File: config.mk
export PLATFORM = sky130hd
export DESIGN_NAME = mqsb_ctrl
export DESIGN_NICKNAME = d
export VERILOG_FILES = /design/src/hdl/mqsb_pkg.sv /design/src/hdl/mqsb_ctrl.sv
export SDC_FILE = /design/constraint.sdc
export NUM_CORES = 1
export LEC_CHECK = 0
export CORE_AREA = 2 2 39 41
export CTS_CLUSTER_SIZE = 24
export DETAILED_ROUTE_END_ITERATION = 8
export DIE_AREA = 0 0 41 43
export DONT_BUFFER_PORTS = 1
export GPL_TIMING_DRIVEN = 0
export PLACE_DENSITY_LB_ADDON = 0.08
export SLEW_MARGIN = 20
export SYNTH_ARGS = -nofsm -noshare
export SYNTH_HDL_FRONTEND = slang
export SYNTH_SLANG_ARGS = --single-unit
File: constraint.sdc
create_clock -name clk -period 1.1 [get_ports clk]
set_input_delay 0.055 -clock clk [delete_from_list [all_inputs] [get_ports clk]]
set_output_delay 0.055 -clock clk [all_outputs]
set_load 0.1 [all_outputs]
File: src/hdl/mqsb_pkg.sv
// shared types and constants for the multi-queue shared buffer
package mqsb_pkg;

	localparam int OP_W   = 2;
	localparam int QN_W   = 3;
	localparam int DATA_W = 32;
	localparam int STAT_W = 2;

	// input beat: operation, queue number, data word, padded to bytes
	localparam int IN_W  = ((OP_W + QN_W + DATA_W + 7) / 8) * 8;
	// output beat: head value, empty flag, status, padded to bytes
	localparam int OUT_W   = ((DATA_W + 1 + STAT_W + 7) / 8) * 8;
	localparam int OUT_PAD = OUT_W - DATA_W - 1 - STAT_W;

	localparam logic [OP_W-1:0] OP_PUSH = 2'd0;
	localparam logic [OP_W-1:0] OP_POP  = 2'd1;
	localparam logic [OP_W-1:0] OP_PEEK = 2'd2;

	localparam logic [STAT_W-1:0] ST_DONE      = 2'd0;
	localparam logic [STAT_W-1:0] ST_FULL      = 2'd1;
	localparam logic [STAT_W-1:0] ST_EMPTY_POP = 2'd2;

	typedef enum logic [2:0] {
		S_CLEAR,
		S_IDLE,
		S_LINK,
		S_UPDATE,
		S_RESULT
	} state_t;

	typedef struct packed {
		logic clear;
		logic capture;
		logic link_rd;
		logic update;
		logic load;
	} cmd_t;

	typedef struct packed {
		logic clear_last;
		logic out_busy;
	} stat_t;

endpackage

File: src/hdl/mqsb_ctrl.sv
// sequencer for the reset sweep and one queue operation: lookup, link read, update, result
module mqsb_ctrl (
	input  logic           clk,
	input  logic           arst_n,
	input  logic           s_tvalid,
	output logic           s_tready,
	input  mqsb_pkg::stat_t stat,
	output mqsb_pkg::cmd_t  cmd
);
	import mqsb_pkg::*;

	state_t state_q, state_d;

	always_ff @(posedge clk or negedge arst_n) begin
		if (!arst_n) begin
			state_q <= S_CLEAR;
		end else begin
			state_q <= state_d;
		end
	end

	always_comb begin
		state_d  = state_q;
		cmd      = '0;
		s_tready = 1'b0;
		unique case (state_q)
			S_CLEAR: begin
				cmd.clear = 1'b1;
				if (stat.clear_last) begin
					state_d = S_IDLE;
				end
			end
			S_IDLE: begin
				s_tready = 1'b1;
				if (s_tvalid) begin
					cmd.capture = 1'b1;
					state_d     = S_LINK;
				end
			end
			S_LINK: begin
				cmd.link_rd = 1'b1;
				state_d     = S_UPDATE;
			end
			S_UPDATE: begin
				cmd.update = 1'b1;
				state_d    = S_RESULT;
			end
			S_RESULT: begin
				if (!stat.out_busy) begin
					cmd.load = 1'b1;
					state_d  = S_IDLE;
				end
			end
			default: begin
				state_d = S_CLEAR;
			end
		endcase
	end

endmodule

=== Yosys cells after proc, flatten, opt, wreduce, memory -nomap -nowiden ===
Index checks and enable logic that the tools add are counted.
Widths: inputs -> output; s select.

* Output and inout port bits: 6
* Word-level logic and storage cells: 22
* Flip-flop bits (word level): 3

* Equality and inequality tests: 7
* Multiplexer cells: 12
* Reductions and logical operators: 2

{| class="wikitable"
|+ Operator list
! operator !! number
|-
| $pmux 3 s5 || 1
|-
| $mux 3 || 3
|-
| $mux 1 || 8
|-
| $eq 3x2->1 const B || 2
|-
| $ne 2x2->1 const B || 3
|-
| $eq 3x1->1 const B || 1
|-
| $eq 3x3->1 const B || 1
|-
| $logic_not 3->1 || 1
|-
| $reduce_and 3->1 || 1
|}

=== Longest topological paths before layout ===
Gate-level depths: netlist (run 1).

* Depth after elaboration: 3
* Mapped depth: 3
* Mapped depth without buffers: 2

=== Worst setup path after synthesis (run 1) ===
No wires, ideal clock.

* Kind: register -> output
* Start point: register state_q[1]
* End point: output port cmd[3] in the netlist's numbering
* Cell stages (with the launch flop): 3
* Arrival: 3.426 ns
* Setup slack: -2.381 ns
* Path buffers: 1
* Path through: dfrtp_1 buf_6 nor4bb_1

{| class="wikitable"
|+ RTL lines
! element !! line !! text
|-
| start, declared || mqsb_ctrl.sv:12 || <nowiki>state_t state_q, state_d;</nowiki>
|-
| start signal, assigned || mqsb_ctrl.sv:18 || <nowiki>state_q <= state_d;</nowiki>
|-
| end, declared || mqsb_ctrl.sv:8 || <nowiki>output mqsb_pkg::cmd_t cmd</nowiki>
|}

=== Final worst setup path (run 1) ===
* Start point: register state_q[2]
* End point: output port s_tready

* Cells in the longest elaborated chain, start to end: 2

{| class="wikitable"
|+ Ends and longest elaborated chain
! element !! line !! text
|-
| $eq 3x1->1 || mqsb_ctrl.sv:26 || <nowiki>unique case (state_q)</nowiki>
|-
| $mux 1 || mqsb_ctrl.sv:26 ||
|-
| end, declared || mqsb_ctrl.sv:6 || <nowiki>output logic s_tready,</nowiki>
|}

No other way between the ends.

==> impl_metrics.env, run 1 <==
export IMPL_status="finished, violations left"
export IMPL_violations="negative setup slack"
export IMPL_async_reset_ff_frac=1.000
export IMPL_hold_class="in2async"
export IMPL_finalClockSkew_ns=0.0005136
export IMPL_syn_nets=26
export IMPL_yosys_top_cells_area="dfrtp_1 (36%), nor4b_2 (7.2%), buf_6 (5.4%)"
export IMPL_die_area_mm2=0.001763
export IMPL_crit_fanout=5
export IMPL_routabilityCongestion=0.6146
export IMPL_via_per_inst=3.877
export IMPL_use_met1=0.07097
export IMPL_fin_nets=47
export IMPL_netlist_area_um2=207.7
export IMPL_antenna_left=0
export IMPL_routed_via_count=221
export IMPL_setup_viol=9
export IMPL_slew_headroom=0.3077
export IMPL_root_buffer="clkbuf_4"
export IMPL_syn_avg_cell_area_um2=9.890
export IMPL_max_cap_violations=0
export IMPL_drt_initial_drc_count=0
export IMPL_grt_max_degree=11
export IMPL_grt_pass1_vias=181
export IMPL_endpoint_kind="output port"
export IMPL_largest_register_ffs=3
export IMPL_cts_buffer_depth=2
export IMPL_die_w_um=41
export IMPL_row_count=14
export IMPL_finalWirelength_um=635
export IMPL_num_antenna_cells=0
export IMPL_grt_pass1_wl_um=759
export IMPL_cts_clk_slew_worst_paths_ns=0.04
export IMPL_synth_cell_types=17
export IMPL_clkSinkCount=3
export IMPL_r2r_cells=6
export IMPL_ys_seq_elements=3
export IMPL_synth_edf_count=0
export IMPL_final_cell_mix="buf_6 (7), buf_4 (7), clkbuf_4 (3), dlygate4sd3_1 (3), dfrtp_1 (3)"
export IMPL_hold_viol=0
export IMPL_synth_commonest_cells="dfrtp_1 (3), buf_2 (2), nor2_1 (2)"
export IMPL_cts_tree="built"
export IMPL_synthMostInstantiatedCell="dfrtp_1"
export IMPL_dr_pass1_iters=1
export IMPL_met2_usage=0.1031
export IMPL_track_usage=0.06734
export IMPL_ys_warn_count=0
export IMPL_worst_slack_ns=-0.5382
export IMPL_numCtsBuffers=3
export IMPL_reg_top3="state_q (3)"
export IMPL_synth_top_cell_area_share=0.3614
export IMPL_clk_insertion_delay_late_ns=0.23
export IMPL_synth_top_area_cell="dfrtp_1"
export IMPL_die_h_um=43
export IMPL_rsz0062_at_grt="yes"
export IMPL_finalCritPeriodShare=1.489
export IMPL_top_register="state_q"
export IMPL_grt_overflow=0
export IMPL_worstPathArrival_ns=1.58
export IMPL_drive_gt1_frac=0.6829
export IMPL_start_util=0.1501
export IMPL_max_freq_mhz=610.4
export IMPL_critPathLaunchType="flop"
export IMPL_synth_yosys_seq_area_share=0.3614
export IMPL_synth_ff_type="dfrtp_1"
export IMPL_drc=0
export IMPL_syn_to_final_growth_pct=139.8
export IMPL_busiest_layer="met2"
export IMPL_pre_cts_ws_ns=-0.3612
export IMPL_syn_inst=21
export IMPL_io_pins=11
export IMPL_slew_viol_final=0
export IMPL_core_region_area_mm2=0.001384
export IMPL_max_slew_worst_pin_slew_ns=1.037
export IMPL_finalSetupTns_ns=-3.335
export IMPL_use_met3=0
export IMPL_period_needed_ns=1.638
export IMPL_cp_required_ns=1.04
export IMPL_portBuffers=0
export IMPL_cts_htree_levels=1
export IMPL_path_class="reg2out"
export IMPL_antenna_found_initial=0
export IMPL_drt_wirelength_per_cell_um=11.14
[cell families after synthesis]
| logic type | count (synthesis) | share of synthesized area |
|---|---|---|
| AND/OR/NAND/NOR | 12 | 0.4278 |
| flip-flops | 3 | 0.3614 |
| AO/OA/AOI/OAI | 3 | 0.1084 |
| buffers and inverters | 3 | 0.1024 |
[what timing repair did]
action,4_1_cts,5_1_grt
pin swaps,6,6
hold endpoints to repair,5,0
gates resized for setup,3,7
hold buffers,3,0
setup endpoints to repair,8,9
setup buffers,2,10
[per-stage QoR]
stage | instance area (um^2) | util | hold WS [ns] | instances
finish | 498.0 | 0.3599 | 0.07287 | 57
global route | 498.0 | 0.3599 | 0.06791 | 57
CTS | 396.6 | 0.2866 | 0.05988 | 48
detailed placement | 316.6 | 0.2288 | -0.2405 | 39
global placement | 286.5 | 0.2071 | -0.2405 | 37
floorplan | 266.5 | - | -0.2406 | 21
[worst max-delay path: stages (launching register included)]
cell and delay (ns):
dfrtp_1 0.36, buf_6 0.13, nor3b_4 0.86
[cell type report]
class / count / area, um^2
timing repair buffer: 16 / 157.7
clock buffer: 4 / 26.28
fill: 155 / 885.9
sequential: 3 / 75.07
multi-input combinational: 15 / 185.2
buffer: 3 / 33.78
tap: 16 / 20.02
[routing by layer]
| metal | up-vias | share of wire |
|---|---|---|
| met3 | 0 | 0.054 |
| met5 | - | 0 |
| met4 | 0 | 0 |
| met1 | 101 | 0.39 |
| li1 | 114 | - |
| met2 | 6 | 0.56 |
[path summary, 6_finish.rpt]
check / start / to / slack [ns]
worst max-delay path: state_q[2] / s_tready / -0.54
worst min-delay path: arst_n / state_q[0] / 0.07
worst max register to register: state_q[1] / state_q[2] / -0.39
worst min register to register: state_q[2] / state_q[1] / 0.71
max in group asynchronous: arst_n / state_q[2] / 0.89
min in group clk: stat[1] / state_q[0] / 0.07
Power of run 1 is left out: the tool's default activity adds up to more than one toggle a clock period on the data nets, which glitch-free logic cannot reach.
==> run 2: changes to the inputs <==
--- a/config.mk
+++ b/config.mk
@@ -5,13 +5,12 @@
 export SDC_FILE = /design/constraint.sdc
 export NUM_CORES = 1
 export LEC_CHECK = 0
-export CORE_AREA = 2 2 39 41
+export CORE_AREA = 3 3 40 42
 export CTS_CLUSTER_SIZE = 24
 export DETAILED_ROUTE_END_ITERATION = 8
-export DIE_AREA = 0 0 41 43
+export DIE_AREA = 0 0 43 45
 export DONT_BUFFER_PORTS = 1
 export GPL_TIMING_DRIVEN = 0
-export PLACE_DENSITY_LB_ADDON = 0.08
 export SLEW_MARGIN = 20
 export SYNTH_ARGS = -nofsm -noshare
 export SYNTH_HDL_FRONTEND = slang
==> run 2 against run 1 <==
Compared with the run above: the flow still finishes with violations (negative setup slack); wire length is 6.6% lower; flip-flop and latch count stayed put; first-iteration DRC count is 2 higher; sequential share of layout area is 2.6 points higher; global-route usage is 0.86 points higher; via count is 4.1% lower; design area is 15% lower; fmax is 0.29% lower; critical path type unchanged.
==> impl_metrics.env, run 2 (synthesis gave the netlist of run 1 again) <==
export IMPL_rsz0062_at_grt="yes"
export IMPL_routabilityCongestion=0.5719
export IMPL_cp_required_ns=1.04
export IMPL_start_util=0.1616
export IMPL_die_h_um=45
export IMPL_min_path_cells=2
export IMPL_portBuffers=0
export IMPL_root_buffer="clkbuf_4"
export IMPL_die_area_mm2=0.001935
export IMPL_track_usage=0.07590
export IMPL_worstPathArrival_ns=1.59
export IMPL_antenna_found_initial=0
export IMPL_cts_clk_slew_worst_paths_ns=0.04
export IMPL_top_register="state_q"
export IMPL_die_w_um=43
export IMPL_max_freq_mhz=608.7
export IMPL_pre_cts_ws_ns=-0.3698
export IMPL_finalSetupTns_ns=-2.986
export IMPL_hold_viol=0
export IMPL_fin_hold_ws_ns=0.01474
export IMPL_cts_tree="built"
export IMPL_period_needed_ns=1.643
export IMPL_grt_max_degree=11
export IMPL_status="finished, violations left"
export IMPL_core_region_area_mm2=0.001285
export IMPL_hpwl_um=385.5
export IMPL_grt_pass1_vias=230
export IMPL_place_inst=38
export IMPL_row_count=13
export IMPL_timing_rr_end="state_q[2]"
export IMPL_via_per_inst=4.240
export IMPL_max_cap_violations=0
export IMPL_slew_viol_final=0
export IMPL_grt_overflow=0
export IMPL_slew_headroom=0.3081
export IMPL_numCtsBuffers=3
export IMPL_drive_gt1_frac=0.6000
export IMPL_io_pins=11
export IMPL_clkSinkCount=3
export IMPL_syn_to_final_growth_pct=104.2
export IMPL_drc=0
export IMPL_final_cell_mix="buf_6 (5), buf_4 (4), clkbuf_4 (3), dfrtp_1 (3)"
export IMPL_crit_fanout=7
export IMPL_hold_end="state_q[1]"
export IMPL_antenna_left=0
export IMPL_drt_wirelength_per_cell_um=11.86
export IMPL_max_slew_worst_pin_slew_ns=1.037
export IMPL_dr_pass1_iters=2
export IMPL_largest_register_ffs=3
export IMPL_setup_viol=9
export IMPL_endpoint_kind="output port"
export IMPL_routed_via_count=212
export IMPL_r2r_cells=5
export IMPL_finalClockSkew_ns=0.0003464
export IMPL_worst_slack_ns=-0.5430
export IMPL_drt_initial_drc_count=2
export IMPL_reg2reg_from="state_q[1]"
export IMPL_finalCritPeriodShare=1.494
export IMPL_violations="negative setup slack"
export IMPL_finalNonFillerCells=50
export IMPL_clk_insertion_delay_late_ns=0.23
export IMPL_critPathLaunchType="flop"
export IMPL_min_from="s_tvalid"
export IMPL_num_antenna_cells=0
export IMPL_final_common_cell="buf_6"
export IMPL_fin_nets=41
export IMPL_finalWirelength_um=593
export IMPL_cts_htree_levels=1
export IMPL_grt_pass1_wl_um=1048
export IMPL_rrSetupSlack_ns=-0.31
export IMPL_cts_buffer_depth=2
export IMPL_reg_top3="state_q (3)"
export IMPL_path_class="reg2out"
export IMPL_hold_class="in2reg"
-- run 2: timing repair --
| item | CTS | global route |
|---|---|---|
| endpoints found under the setup margin | 8 | 9 |
| gates resized for setup | 5 | 0 |
| endpoints found under the hold margin | 4 | 0 |
| hold buffers | 2 | 0 |
| buffers inserted | 4 | 2 |
| pin swaps | 6 | 2 |
-- run 2: layout make-up --
type	instances	area, um^2
Clock buffer	4	26.28
Multi-Input combinational cell	15	167.7
Timing Repair Buffer	10	102.6
Buffer	3	33.78
Sequential cell	3	75.07
Tap cell	15	18.77
Fill cell	137	860.8
-- run 2: per-layer routing --
layer	track usage	vias to the layer above	wire length [um]
met3	0.03984	0	48
met5	0	-	0
met1	0.08717	101	235
met4	0.03614	0	0
li1	-	104	-
met2	0.1168	7	310
-- run 2: critical path, cell delays in order (launching register included) --
cell and delay, ns:
dfrtp_1 0.36, buf_6 0.14, nor3b_4 0.86
-- run 2: through the flow --
| stage | utilization | instance area, um^2 |
|---|---|---|
| floorplan | - | 266.5 |
| global placement | 0.2220 | 285.3 |
| detailed placement | 0.2454 | 315.3 |
| CTS | 0.3184 | 409.1 |
| global route | 0.3301 | 424.2 |
| finish | 0.3301 | 424.2 |
-- run 2: worst max-delay path by stage --
| stage | from | endpoint | cells past startpoint |
|---|---|---|---|
| 3_5_place_dp | state_q[1] | s_tready | 2 |
| 5_1_grt | state_q[1] | s_tready | 2 |
| 4_1_cts | state_q[1] | s_tready | 2 |
| 6_report | state_q[2] | s_tready | 2 |
| 2_1_floorplan | state_q[0] | state_q[0] | 3 |
| 3_3_place_gp | state_q[0] | state_q[0] | 3 |
Power of run 2 is left out for the same reason.
